## src/cpea_pkg.sv

```systemverilog
package cpea_pkg;

    // Field widths of the stream items
    localparam int SLOT_W    = 6;
    localparam int UNITS_W   = 4;
    localparam int RES_W     = 10;
    localparam int CMD_W     = 2;
    localparam int KIND_W    = 3;
    localparam int PIN_W     = 8;
    localparam int S_DATA_W  = 16;
    localparam int M_DATA_W  = 16;

    // Defaults for the top-level parameters
    localparam int DEF_SLOTS     = 64;
    localparam int DEF_MAX_UNITS = 8;

    // Reset value of the budget register
    localparam logic [RES_W-1:0] BUDGET_RESET = 10'd512;

    // Command codes
    localparam logic [CMD_W-1:0] CMD_ADMIT  = 2'd0;
    localparam logic [CMD_W-1:0] CMD_LOOKUP = 2'd1;
    localparam logic [CMD_W-1:0] CMD_UNPIN  = 2'd2;
    localparam logic [CMD_W-1:0] CMD_SEAL   = 2'd3;

    // Result kinds
    localparam logic [KIND_W-1:0] KIND_HIT    = 3'd0;
    localparam logic [KIND_W-1:0] KIND_MISS   = 3'd1;
    localparam logic [KIND_W-1:0] KIND_VICTIM = 3'd2;
    localparam logic [KIND_W-1:0] KIND_ADMIT  = 3'd3;
    localparam logic [KIND_W-1:0] KIND_REJECT = 3'd4;
    localparam logic [KIND_W-1:0] KIND_DONE   = 3'd5;

    localparam logic [PIN_W-1:0] PIN_MAX = 8'd255;

endpackage

```

## src/clock_page_eviction_admission.sv

```systemverilog
// CLOCK second-chance page admission over SLOTS slots. An item carries a command in s_tuser
// (admit, lookup, unpin, seal) and gives one or more result items ending with m_tlast. An admit
// that is not rejected up front runs one victim search for each victim it evicts, walking the
// hand and then testing and removing the victim, and finishes with a reject or with an insert
// into an empty ring or into a ring that already holds slots. A full victim search walks at
// most twice the ring length. The block takes no new item until the last result of the
// current one has been loaded into the output register.
module clock_page_eviction_admission #(
    parameter int SLOTS     = cpea_pkg::DEF_SLOTS,
    parameter int MAX_UNITS = cpea_pkg::DEF_MAX_UNITS
) (
    input  logic                            aclk,
    input  logic                            aresetn,
    input  logic                            cfg_wr_en,
    input  logic [cpea_pkg::RES_W-1:0]      cfg_wr_data,    // budget_units
    input  logic                            s_tvalid,
    output logic                            s_tready,
    input  logic [cpea_pkg::S_DATA_W-1:0]   s_tdata,    // page_slot, page_units, seal_flag
    input  logic [cpea_pkg::CMD_W-1:0]      s_tuser,    // command
    output logic                            m_tvalid,
    input  logic                            m_tready,
    output logic [cpea_pkg::M_DATA_W-1:0]   m_tdata,    // slot_out, resident_out
    output logic [cpea_pkg::KIND_W-1:0]     m_tuser,    // kind
    output logic                            m_tlast     // last_flag
);
    import cpea_pkg::*;

    localparam int IDX_W = $clog2(SLOTS);
    localparam int CNT_W = $clog2(SLOTS + 1);

    typedef enum logic [3:0] {
        S_IDLE, S_LK_WB, S_UNPIN_WB, S_SEAL, S_ADM_CHECK, S_EV_TEST, S_SCAN_RD,
        S_SCAN_EV, S_EV_REM, S_ADM_FINAL, S_INS_RD, S_INS_WR1, S_INS_WR2, S_INS_EMPTY
    } state_t;

    state_t state_reg, state_next;

    // Per-slot flags with reset values
    logic [SLOTS-1:0] on_ring_reg, on_ring_next;
    logic [SLOTS-1:0] used_reg, used_next;
    logic [SLOTS-1:0] sealed_reg, sealed_next;
    logic [SLOTS-1:0] pin_vld_reg, pin_vld_next;

    logic [IDX_W-1:0] hand_reg, hand_next;
    logic [CNT_W-1:0] ring_reg, ring_next;
    logic [RES_W-1:0] res_reg, res_next;
    logic [RES_W-1:0] budget_reg;

    // Item being worked on and search counters
    logic [SLOT_W-1:0]  slot_reg, slot_next;
    logic [UNITS_W-1:0] units_reg, units_next;
    logic               flag_reg, flag_next;
    logic [SLOT_W-1:0]  k_reg, k_next;
    logic [CNT_W:0]     tries_reg, tries_next;
    logic [CNT_W:0]     att_reg, att_next;
    logic [IDX_W-1:0]   c_reg, c_next;

    // Output register
    logic                mv_reg, mv_next;
    logic [KIND_W-1:0]   okind_reg, okind_next;
    logic [SLOT_W-1:0]   oslot_reg, oslot_next;
    logic [RES_W-1:0]    ores_reg, ores_next;
    logic                olast_reg, olast_next;

    // Link, size and pin memories
    logic [IDX_W-1:0]   next_mem [SLOTS];
    logic [IDX_W-1:0]   prev_mem [SLOTS];
    logic [UNITS_W-1:0] units_mem [SLOTS];
    logic [PIN_W-1:0]   pin_mem [SLOTS];

    logic               rd_en;
    logic [IDX_W-1:0]   rd_addr;
    logic [IDX_W-1:0]   nxt_rd, prv_rd;
    logic [UNITS_W-1:0] unt_rd;
    logic [PIN_W-1:0]   pin_raw;
    logic               pin_vld_q;
    logic [PIN_W-1:0]   pin_rd;

    logic               nx_we, pv_we, un_we, pn_we;
    logic [IDX_W-1:0]   nx_wa, nx_wd, pv_wa, pv_wd, un_wa, pn_wa;
    logic [UNITS_W-1:0] un_wd;
    logic [PIN_W-1:0]   pn_wd;

    logic               out_free;
    logic [IDX_W-1:0]   s_idx;
    logic               slot_ok;
    logic [RES_W-1:0]   budget_eff;
    logic               fits;
    logic               size_ok;

    assign out_free   = !mv_reg || m_tready;
    assign s_idx      = slot_reg[IDX_W-1:0];
    assign slot_ok    = {1'b0, slot_reg} < (SLOT_W + 1)'(SLOTS);
    assign budget_eff = (budget_reg == '0) ? RES_W'(1) : budget_reg;
    assign fits       = ({1'b0, res_reg} + (RES_W + 1)'(units_reg)) <= {1'b0, budget_eff};
    assign size_ok    = (units_reg != '0) && ({1'b0, units_reg} <= (UNITS_W + 1)'(MAX_UNITS));
    assign pin_rd     = pin_vld_q ? pin_raw : '0;

    assign s_tready = (state_reg == S_IDLE);
    assign m_tvalid = mv_reg;
    assign m_tuser  = okind_reg;
    assign m_tdata  = {ores_reg, oslot_reg};
    assign m_tlast  = olast_reg;

    // Memories: one write and one registered read each cycle
    always_ff @(posedge aclk) begin
        if (nx_we) begin
            next_mem[nx_wa] <= nx_wd;
        end
        if (pv_we) begin
            prev_mem[pv_wa] <= pv_wd;
        end
        if (un_we) begin
            units_mem[un_wa] <= un_wd;
        end
        if (pn_we) begin
            pin_mem[pn_wa] <= pn_wd;
        end
        if (rd_en) begin
            nxt_rd    <= next_mem[rd_addr];
            prv_rd    <= prev_mem[rd_addr];
            unt_rd    <= units_mem[rd_addr];
            pin_raw   <= pin_mem[rd_addr];
            pin_vld_q <= pin_vld_reg[rd_addr];
        end
    end

    // Sequencer
    always_comb begin
        state_next   = state_reg;
        on_ring_next = on_ring_reg;
        used_next    = used_reg;
        sealed_next  = sealed_reg;
        pin_vld_next = pin_vld_reg;
        hand_next    = hand_reg;
        ring_next    = ring_reg;
        res_next     = res_reg;
        slot_next    = slot_reg;
        units_next   = units_reg;
        flag_next    = flag_reg;
        k_next       = k_reg;
        tries_next   = tries_reg;
        att_next     = att_reg;
        c_next       = c_reg;
        mv_next      = mv_reg && !m_tready;
        okind_next   = okind_reg;
        oslot_next   = oslot_reg;
        ores_next    = ores_reg;
        olast_next   = olast_reg;
        rd_en        = 1'b0;
        rd_addr      = hand_reg;
        nx_we = 1'b0; nx_wa = s_idx; nx_wd = s_idx;
        pv_we = 1'b0; pv_wa = s_idx; pv_wd = s_idx;
        un_we = 1'b0; un_wa = s_idx; un_wd = units_reg;
        pn_we = 1'b0; pn_wa = s_idx; pn_wd = pin_rd;

        case (state_reg)
            S_IDLE: begin
                if (s_tvalid) begin
                    slot_next  = s_tdata[SLOT_W-1:0];
                    units_next = s_tdata[SLOT_W+UNITS_W-1:SLOT_W];
                    flag_next  = s_tdata[SLOT_W+UNITS_W];
                    rd_en      = 1'b1;
                    rd_addr    = s_tdata[IDX_W-1:0];
                    case (s_tuser)
                        CMD_ADMIT:  state_next = S_ADM_CHECK;
                        CMD_LOOKUP: state_next = S_LK_WB;
                        CMD_UNPIN:  state_next = S_UNPIN_WB;
                        default:    state_next = S_SEAL;
                    endcase
                end
            end
            S_LK_WB: begin
                if (out_free) begin
                    mv_next    = 1'b1;
                    oslot_next = slot_reg;
                    ores_next  = res_reg;
                    olast_next = 1'b1;
                    if (slot_ok && on_ring_reg[s_idx]) begin
                        pn_we               = 1'b1;
                        pn_wd               = (pin_rd == PIN_MAX) ? pin_rd : pin_rd + 1'b1;
                        pin_vld_next[s_idx] = 1'b1;
                        used_next[s_idx]    = 1'b1;
                        okind_next          = KIND_HIT;
                    end else begin
                        okind_next = KIND_MISS;
                    end
                    state_next = S_IDLE;
                end
            end
            S_UNPIN_WB: begin
                if (out_free) begin
                    if (slot_ok && pin_rd != '0) begin
                        pn_we               = 1'b1;
                        pn_wd               = pin_rd - 1'b1;
                        pin_vld_next[s_idx] = 1'b1;
                    end
                    mv_next    = 1'b1;
                    okind_next = KIND_DONE;
                    oslot_next = slot_reg;
                    ores_next  = res_reg;
                    olast_next = 1'b1;
                    state_next = S_IDLE;
                end
            end
            S_SEAL: begin
                if (out_free) begin
                    if (slot_ok) begin
                        sealed_next[s_idx] = flag_reg;
                    end
                    mv_next    = 1'b1;
                    okind_next = KIND_DONE;
                    oslot_next = slot_reg;
                    ores_next  = res_reg;
                    olast_next = 1'b1;
                    state_next = S_IDLE;
                end
            end
            S_ADM_CHECK: begin
                k_next = '0;
                if (!slot_ok || !size_ok || on_ring_reg[s_idx]) begin
                    if (out_free) begin
                        mv_next    = 1'b1;
                        okind_next = KIND_REJECT;
                        oslot_next = slot_reg;
                        ores_next  = res_reg;
                        olast_next = 1'b1;
                        state_next = S_IDLE;
                    end
                end else begin
                    state_next = S_EV_TEST;
                end
            end
            // Start one victim search when the page does not fit yet
            S_EV_TEST: begin
                if (!fits && k_reg != {SLOT_W{1'b1}}) begin
                    tries_next = {ring_reg, 1'b0};
                    att_next   = '0;
                    state_next = S_SCAN_RD;
                end else begin
                    state_next = S_ADM_FINAL;
                end
            end
            S_SCAN_RD: begin
                if (att_reg >= tries_reg) begin
                    state_next = S_ADM_FINAL;
                end else begin
                    c_next     = hand_reg;
                    rd_en      = 1'b1;
                    rd_addr    = hand_reg;
                    state_next = S_SCAN_EV;
                end
            end
            // Skip pinned and sealed slots, give used slots a second chance
            S_SCAN_EV: begin
                hand_next = nxt_rd;
                att_next  = att_reg + 1'b1;
                if (pin_rd != '0 || sealed_reg[c_reg]) begin
                    state_next = S_SCAN_RD;
                end else if (used_reg[c_reg]) begin
                    used_next[c_reg] = 1'b0;
                    state_next       = S_SCAN_RD;
                end else begin
                    state_next = S_EV_REM;
                end
            end
            // Unlink the victim and report it
            S_EV_REM: begin
                if (out_free) begin
                    if (nxt_rd != c_reg) begin
                        nx_we = 1'b1; nx_wa = prv_rd; nx_wd = nxt_rd;
                        pv_we = 1'b1; pv_wa = nxt_rd; pv_wd = prv_rd;
                    end
                    on_ring_next[c_reg] = 1'b0;
                    if (ring_reg != '0) begin
                        ring_next = ring_reg - 1'b1;
                    end
                    res_next   = (res_reg >= RES_W'(unt_rd)) ? res_reg - RES_W'(unt_rd) : '0;
                    mv_next    = 1'b1;
                    okind_next = KIND_VICTIM;
                    oslot_next = SLOT_W'(c_reg);
                    ores_next  = res_next;
                    olast_next = 1'b0;
                    k_next     = k_reg + 1'b1;
                    state_next = S_EV_TEST;
                end
            end
            S_ADM_FINAL: begin
                if (!fits) begin
                    if (out_free) begin
                        mv_next    = 1'b1;
                        okind_next = KIND_REJECT;
                        oslot_next = slot_reg;
                        ores_next  = res_reg;
                        olast_next = 1'b1;
                        state_next = S_IDLE;
                    end
                end else if (ring_reg == '0) begin
                    state_next = S_INS_EMPTY;
                end else begin
                    state_next = S_INS_RD;
                end
            end
            S_INS_RD: begin
                rd_en      = 1'b1;
                rd_addr    = hand_reg;
                state_next = S_INS_WR1;
            end
            // New slot sits between the tail and the hand
            S_INS_WR1: begin
                nx_we = 1'b1; nx_wa = s_idx; nx_wd = hand_reg;
                pv_we = 1'b1; pv_wa = s_idx; pv_wd = prv_rd;
                state_next = S_INS_WR2;
            end
            S_INS_WR2, S_INS_EMPTY: begin
                if (out_free) begin
                    if (state_reg == S_INS_WR2) begin
                        nx_we = 1'b1; nx_wa = prv_rd;   nx_wd = s_idx;
                        pv_we = 1'b1; pv_wa = hand_reg; pv_wd = s_idx;
                    end else begin
                        nx_we     = 1'b1;
                        pv_we     = 1'b1;
                        hand_next = s_idx;
                    end
                    un_we               = 1'b1;
                    used_next[s_idx]    = 1'b1;
                    on_ring_next[s_idx] = 1'b1;
                    ring_next           = ring_reg + 1'b1;
                    res_next            = res_reg + RES_W'(units_reg);
                    mv_next             = 1'b1;
                    okind_next          = KIND_ADMIT;
                    oslot_next          = slot_reg;
                    ores_next           = res_next;
                    olast_next          = 1'b1;
                    state_next          = S_IDLE;
                end
            end
            default: begin
                state_next = S_IDLE;
            end
        endcase
    end

    // State and output registers
    always_ff @(posedge aclk) begin
        if (!aresetn) begin
            state_reg   <= S_IDLE;
            on_ring_reg <= '0;
            used_reg    <= '0;
            sealed_reg  <= '0;
            pin_vld_reg <= '0;
            hand_reg    <= '0;
            ring_reg    <= '0;
            res_reg     <= '0;
            budget_reg  <= BUDGET_RESET;
            mv_reg      <= 1'b0;
        end else begin
            state_reg   <= state_next;
            on_ring_reg <= on_ring_next;
            used_reg    <= used_next;
            sealed_reg  <= sealed_next;
            pin_vld_reg <= pin_vld_next;
            hand_reg    <= hand_next;
            ring_reg    <= ring_next;
            res_reg     <= res_next;
            mv_reg      <= mv_next;
            if (cfg_wr_en) begin
                budget_reg <= cfg_wr_data;
            end
        end
        slot_reg  <= slot_next;
        units_reg <= units_next;
        flag_reg  <= flag_next;
        k_reg     <= k_next;
        tries_reg <= tries_next;
        att_reg   <= att_next;
        c_reg     <= c_next;
        okind_reg <= okind_next;
        oslot_reg <= oslot_next;
        ores_reg  <= ores_next;
        olast_reg <= olast_next;
    end

    // The ring count always matches the number of slots on the ring.
    a_ring_count: assert property (@(posedge aclk) disable iff (!aresetn)
        ring_reg == CNT_W'($countones(on_ring_reg)))
        else $error("ring count differs from ring membership");

    // A reported victim has left the ring.
    a_victim_off: assert property (@(posedge aclk) disable iff (!aresetn)
        (state_reg == S_EV_REM && out_free) |=> !on_ring_reg[c_reg])
        else $error("victim still on ring");

endmodule
```

## config.mk

```make
export PLATFORM = sky130hd
export DESIGN_NAME = clock_page_eviction_admission
export DESIGN_NICKNAME = d
export VERILOG_FILES = /design/src/cpea_pkg.sv /design/src/clock_page_eviction_admission.sv
export SDC_FILE = /design/constraint.sdc
export NUM_CORES = 2
export LEC_CHECK = 0
export ABC_AREA = 0
export BUFFER_PORTS_ARGS = -buffer_cell sky130_fd_sc_hd__buf_2
export CORE_AREA = 4 4 427 429
export DETAILED_ROUTE_END_ITERATION = 12
export DIE_AREA = 0 0 431 433
export HOLD_SLACK_MARGIN = 0.15
export PLACE_DENSITY = 0.57
export SLEW_MARGIN = 5
export SYNTH_ARGS = -nofsm -noshare
export SYNTH_HDL_FRONTEND = slang
export SYNTH_SLANG_ARGS = --single-unit
```

## constraint.sdc

```tcl
create_clock -name aclk -period 16.2 [get_ports aclk]
set_input_delay 3.24 -clock aclk [delete_from_list [all_inputs] [get_ports aclk]]
set_output_delay 3.24 -clock aclk [all_outputs]
set_load 0.01 [all_outputs]
```

=== Yosys cells after proc, flatten, opt, wreduce, memory -nomap -nowiden ===
Memories as Yosys holds them, arrays and structs flattened. A register that Yosys moved wholly into a read port is not among the register bits.
Cells that the tools add are included.

* Register bits: 353
* Bits in writable memories: 1536
* Output and inout bits: 22
* Logic and storage cells: 252
* Memories kept: 4

* Add/subtract/negate cells: 9
* Magnitude comparators: 9
* Equality and inequality tests: 32
* Muxes and demuxes: 121
* Bitwise gates (word level): 7
* Reductions and logical operators: 48

{| class="wikitable"
|+ Memory list
! name !! words !! bits a word !! rd ports !! clocked after memory_dff !! wr ports !! line !! RTL
|-
| pin_mem || 64 || 8 || 1 || 1 || 1 || clock_page_eviction_admission.sv:69 || <nowiki>logic [PIN_W-1:0] pin_mem [SLOTS];</nowiki>
|-
| next_mem || 64 || 6 || 1 || 1 || 1 || clock_page_eviction_admission.sv:66 || <nowiki>logic [IDX_W-1:0] next_mem [SLOTS];</nowiki>
|-
| prev_mem || 64 || 6 || 1 || 1 || 1 || clock_page_eviction_admission.sv:67 || <nowiki>logic [IDX_W-1:0] prev_mem [SLOTS];</nowiki>
|-
| units_mem || 64 || 4 || 1 || 1 || 1 || clock_page_eviction_admission.sv:68 || <nowiki>logic [UNITS_W-1:0] units_mem [SLOTS];</nowiki>
|}

{| class="wikitable"
|+ Operators with widths
! operator !! number
|-
| 2-to-1 mux 64 bit || 11
|-
| one-hot mux 64 bit (2 select lines) || 2
|-
| OR 64 bit || 3
|-
| one-hot mux 64 bit (3 select lines) || 1
|-
| bitwise AND 64 bit || 2
|-
| 2-to-1 mux 6 bit || 16
|-
| one-hot mux 6 bit (2 select lines) || 6
|-
| 2-to-1 mux 10 bit || 7
|-
| bitwise mux 64 bit || 1
|-
| NOT 64 bit || 1
|-
| 2-to-1 mux 8 bit || 7
|-
| one-hot mux 10 bit (5 select lines) || 1
|-
| one-hot mux 4 bit (10 select lines) || 1
|-
| 2-to-1 mux 4 bit || 9
|-
| one-hot mux 8 bit (2 select lines) || 2
|-
| 2-to-1 mux 1 bit || 30
|-
| != test 2 bit, second input constant || 13
|-
| binary-select mux 1 bit (select 6 bit) || 4
|-
| equality test 4 bit, second input constant || 6
|-
| 2-to-1 mux 3 bit || 8
|-
| one-hot mux 6 bit (4 select lines) || 1
|-
| < comparator 6 x 7 -> 1 bit, second input constant || 3
|-
| 2-to-1 mux 7 bit || 3
|-
| one-hot mux 10 bit (2 select lines) || 1
|-
| other kinds (54) || 87
|}

=== Longest topological paths before layout ===
* Depth in word-level cells: 9
* Gate-level depth with buffers: 16

=== Least setup slack after synthesis ===
No wires, ideal clock.

* Path type: input port to flip-flop
* Start point: input m_tready
* End point: memory pin_mem[0][5], data pin
* Library setup time: 0.701 ns
* Data arrival time: 6.944 ns
* Slack: 8.555 ns
* Stages on the path: 7
* Cell sequence: nand2b_1 > clkbuf_1 > clkbuf_1 > o31ai_1 > nor4_1 > xnor2_1 > o21ai_0

* Cells in the longest elaborated chain, start to end: 3

{| class="wikitable"
|+ Ends and longest elaborated chain
! item !! line !! RTL
|-
| from (decl) || clock_page_eviction_admission.sv:21 || <nowiki>input logic m_tready,</nowiki>
|-
| logical OR 1 bit * || clock_page_eviction_admission.sv:91 || <nowiki>assign out_free = !mv_reg || m_tready;</nowiki>
|-
| 2-to-1 mux 8 bit (on tied branches) || clock_page_eviction_admission.sv:192, clock_page_eviction_admission.sv:174 ||
|-
| one-hot mux 8 bit (2 select lines) * || clock_page_eviction_admission.sv:157 || <nowiki>case (state_reg)</nowiki>
|-
| via pn_wd[5] || clock_page_eviction_admission.sv:82 || <nowiki>logic [PIN_W-1:0] pn_wd;</nowiki>
|-
| to (decl) || clock_page_eviction_admission.sv:69 ||
|}

The timed path passes the listed nets; every way through them passes the cells marked *.

=== Worst setup path in the final report ===
* Start point: input s_tvalid
* End point: register pin_raw[6] (read register of pin_mem), data pin

* Cells in the longest elaborated chain, start to end: 2

{| class="wikitable"
|+ Ends and longest elaborated chain
! item !! line !! RTL
|-
| from (decl) || clock_page_eviction_admission.sv:16 || <nowiki>input logic s_tvalid,</nowiki>
|-
| 2-to-1 mux 1 bit / 2-to-1 mux 6 bit (equally long branches) || clock_page_eviction_admission.sv:159 || <nowiki>if (s_tvalid) begin</nowiki>
|-
| one-hot mux 1 bit (3 select lines) / 2-to-1 mux 6 bit (equally long branches) || -- ||
|-
| to (decl) || clock_page_eviction_admission.sv:75 || <nowiki>logic [PIN_W-1:0] pin_raw;</nowiki>
|}

Several ways; a longest one is shown, not always the timed one.
A chain may end at the register's enable or synchronous reset.

==> metrics.md <==
| Metric | Value |
|---|---|
| Synth area leader | edfxtp_1 |
| First-pass GRT wire length | 318,000 um |
| Number of antenna violations at the first check in global routing | 2 |
| Total CTS buffers | 195 |
| Synthesis-stage register bit count | 1,913 |
| Worst EP arrival | 8.05 ns |
| Via Count | 47.5k |
| DP HPWL | 134,000 um |
| Max Cap Viol | 0 |
| Syn-to-layout area delta | 11.1% |
| Routed wire per std cell | 27.2 um |
| Part of the power in the clock network | 38.6% |
| Row cnt | 155 |
| M1 WL | 88,600 um |
| Finished Cell Area | 88,900 um^2 |
| Status | finished clean |
| VDD IR max | 0.000107 V |
| Peak Freq | 133 MHz |
| Combinational share of power | 11.4% |
| Top Ports | 55 |
| Die width | 431 um |
| Final setup fails | 0 |
| Starting Density | 44.9% |
| CTS root buffer | clkbuf_16 |
| Post-synth EDFFs | 1,619 |
| DR WL met2 | 102,000 um |
| Asr flop ratio synth | 0% |
| Met3 routed WL | 14,700 um |
| CTS H-tree lvls | 4 |
| ANT nets after route | 0 |
| Gate Count Post-Synth | 5,384 |
| Layout cell share with drive strength beyond 1 | 16.3% |
| Biggest regs | pin_mem: 512 flops, next_mem: 384 flops, prev_mem: 384 flops |
| Dominant synthesized flop cell | edfxtp_1 |
| Worst Hold Class | reg -> reg |
| Worst Setup Path Type | in -> reg |
| Slew @ Worst Pin | 1.27 ns |
| Tmin final | 7.53 ns |
| Global-route usage over all layers | 22.9% |
| CTS sink count | 1,913 |
| Synth cell types | 91 |
| CTS tree | yes |
| Post-route DRC | 0 |
| Sequential share of the synthesized area | 68.1% |
| DRT iter0 DRCs | 5,082 |
| Number of global-route vias before repair | 47.2k |
| Routed vias/inst | 6.01 |
| Mapped Nets | 5,450 |
| Top cell type's share of synthesized area | 60.8% |
| Tcrit/Tclk final | 46.5% |
| Post-synth top cells | 1,619 x edfxtp_1, 713 x nand2_1, 418 x mux4_2 |
| Pint | 8380 uW |
| Die Ht | 433 um |
| Cell Pwr Density | 126 nW/um^2 |
| Nets | 5,444 |
| Clock tree buffer depth | 3 |
| RSZ-0062 raised after global routing | no |
| Worst-Skew Late Latency | 0.83 ns |
| Reg with most FFs | pin_mem |
| Rel. slew slack | 15.1% |
| Post-CTS setup buffers | 0 |
| Final slew viol count | 0 |
| R2R Setup Slk | 9.95 ns |
| Post-DP Area | 82,900 um^2 |
| RD Place Congestion | 0.932 |
| DIE AREA | 187,000 um^2 |
| Remaining Overflow, GRT | 0 |
| Reg clk slew, reported paths | 0.06 ns |
| Total Routed Length | 215,000 um |
| Pin count of the biggest net entering global routing | 142 |
| CP Launch Type | primary input |
| Net Sw Frac | 25.1% |
| Crit end category | register |
| Top layer in use | met4 |
| Count of input and output buffers | 49 |
| Most numerous cell in the Yosys netlist | edfxtp_1 |
| Leakage | 0.0293 uW |
| Setup Total Neg Slack | 0 ns |
| CP required | 16.72 ns |
| Crit path max fanout | 101 |
| Sequential share of power | 50.0% |
| Area contributors post-synth | edfxtp_1 61%, mux4_2 12%, dfxtp_1 7.4% |
| Mean Syn Cell Area | 14.9 um^2 |
| Hold_buf cts | 0 |
| Fin. Hold Viols | 0 |
| Largest register FFs | 512 |
| Resize count post-CTS | 0 |
| Mapped Area | 80,000 um^2 |
| 1st-pass router iterations | 6 |
| CORE AREA | 178,000 um^2 |
| Psw | 2810 uW |
| Yosys warns | 0 |
| Skew final | 0.0358 ns |
==> critical path: stages <==
cell and delay, ns:
buf_2 0.12, nand2_2 0.43, mux2i_4 0.31, buf_4 0.66, buf_12 0.60, buf_12 0.66
mux4_2 0.60, nand2_1 0.09, nand3_1 0.09, a32oi_1 0.55, o221ai_1 0.24
==> per-stage QoR <==
| stage | setup slack [ns] | total power [uW] | util, % | hold WS, ns | std cells |
|---|---|---|---|---|---|
| 2_1_floorplan | 8.55 | 6500 | - | 0.420 | 5384 |
| 3_3_place_gp | 7.66 | 6960 | 46.5 | 0.429 | 7536 |
| 3_5_place_dp | 7.71 | 6980 | 46.5 | 0.436 | 7536 |
| 4_1_cts | 8.57 | 11300 | 49.9 | 0.449 | 7897 |
| 5_1_grt | 8.25 | 11600 | 49.9 | 0.466 | 7898 |
| 6_report | 8.67 | 11200 | 49.9 | 0.448 | 7899 |
==> kinds of logic (layout without fill, tap and decap cells) <==
kind of cell             count (synthesis)  after routing  share of synthesized area, %
multiplexers                           561            561                          13.6
other                                    0              2                             0
flip-flops                            1913           1913                          68.1
adder cells (fa/ha/maj)                 33             33                         0.544
XOR/XNOR                                36             36                         0.428
buffers and inverters                  474            632                          2.36
AND/OR/NAND/NOR                       1538           1538                          8.33
AO/OA/AOI/OAI                          829            829                          6.65
==> metal layers <==
layer	vias up	global-route usage, %
met5	-	0
li1	20825	-
met2	1862	36.5
met4	0	9.14
met3	430	3.92
met1	24380	31.4
==> worst paths after layout <==
path	startpoint	end	depth (start not counted)
worst max-delay path	s_tvalid	pin_raw[6]$_DFFE_PP_	11
worst min-delay path	pin_vld_reg[44]$_SDFFE_PN0P_	pin_vld_reg[44]$_SDFFE_PN0P_	2
worst max register to register	state_reg[2]$_SDFFE_PN0P_	pin_raw[6]$_DFFE_PP_	13
worst min register to register	pin_vld_reg[44]$_SDFFE_PN0P_	pin_vld_reg[44]$_SDFFE_PN0P_	2
==> power by group through the flow <==
| stage | Sequential [uW] | Combinational (uW) | Clock [uW] |
|---|---|---|---|
| 6_report | 5590 | 1270 | 4320 |
| 5_1_grt | 5590 | 1370 | 4630 |
| 2_1_floorplan | 5710 | 788 | 0 |
| 3_3_place_gp | 5700 | 1260 | 0 |
| 4_1_cts | 5590 | 1290 | 4410 |
| 3_5_place_dp | 5700 | 1290 | 0 |
==> cell type report <==
type                            instances  area, um^2
Sequential cell                      1913       54500
Fill cell                           14991       89300
Timing Repair Buffer                  151        1080
Clock buffer                          267        5320
Inverter                              120         455
Multi-Input combinational cell       2997       23900
Clock inverter                         94         731
Tap cell                             2355        2950
Antenna cell                            2        5.00
==> layout by cell type (no fill, tap or decap), drive strengths merged, types with 128 or more instances in the layout <==
cell type,netlist,routed
inv,119,128
nand3,199,199
clkbuf,260,267
mux4,418,418
nand2,714,714
buf,94,151
dfxtp,294,294
o21ai,253,253
a21oi,192,192
nor2,383,383
edfxtp,1619,1619
No activity file was read; power rests on OpenSTA's default activity.
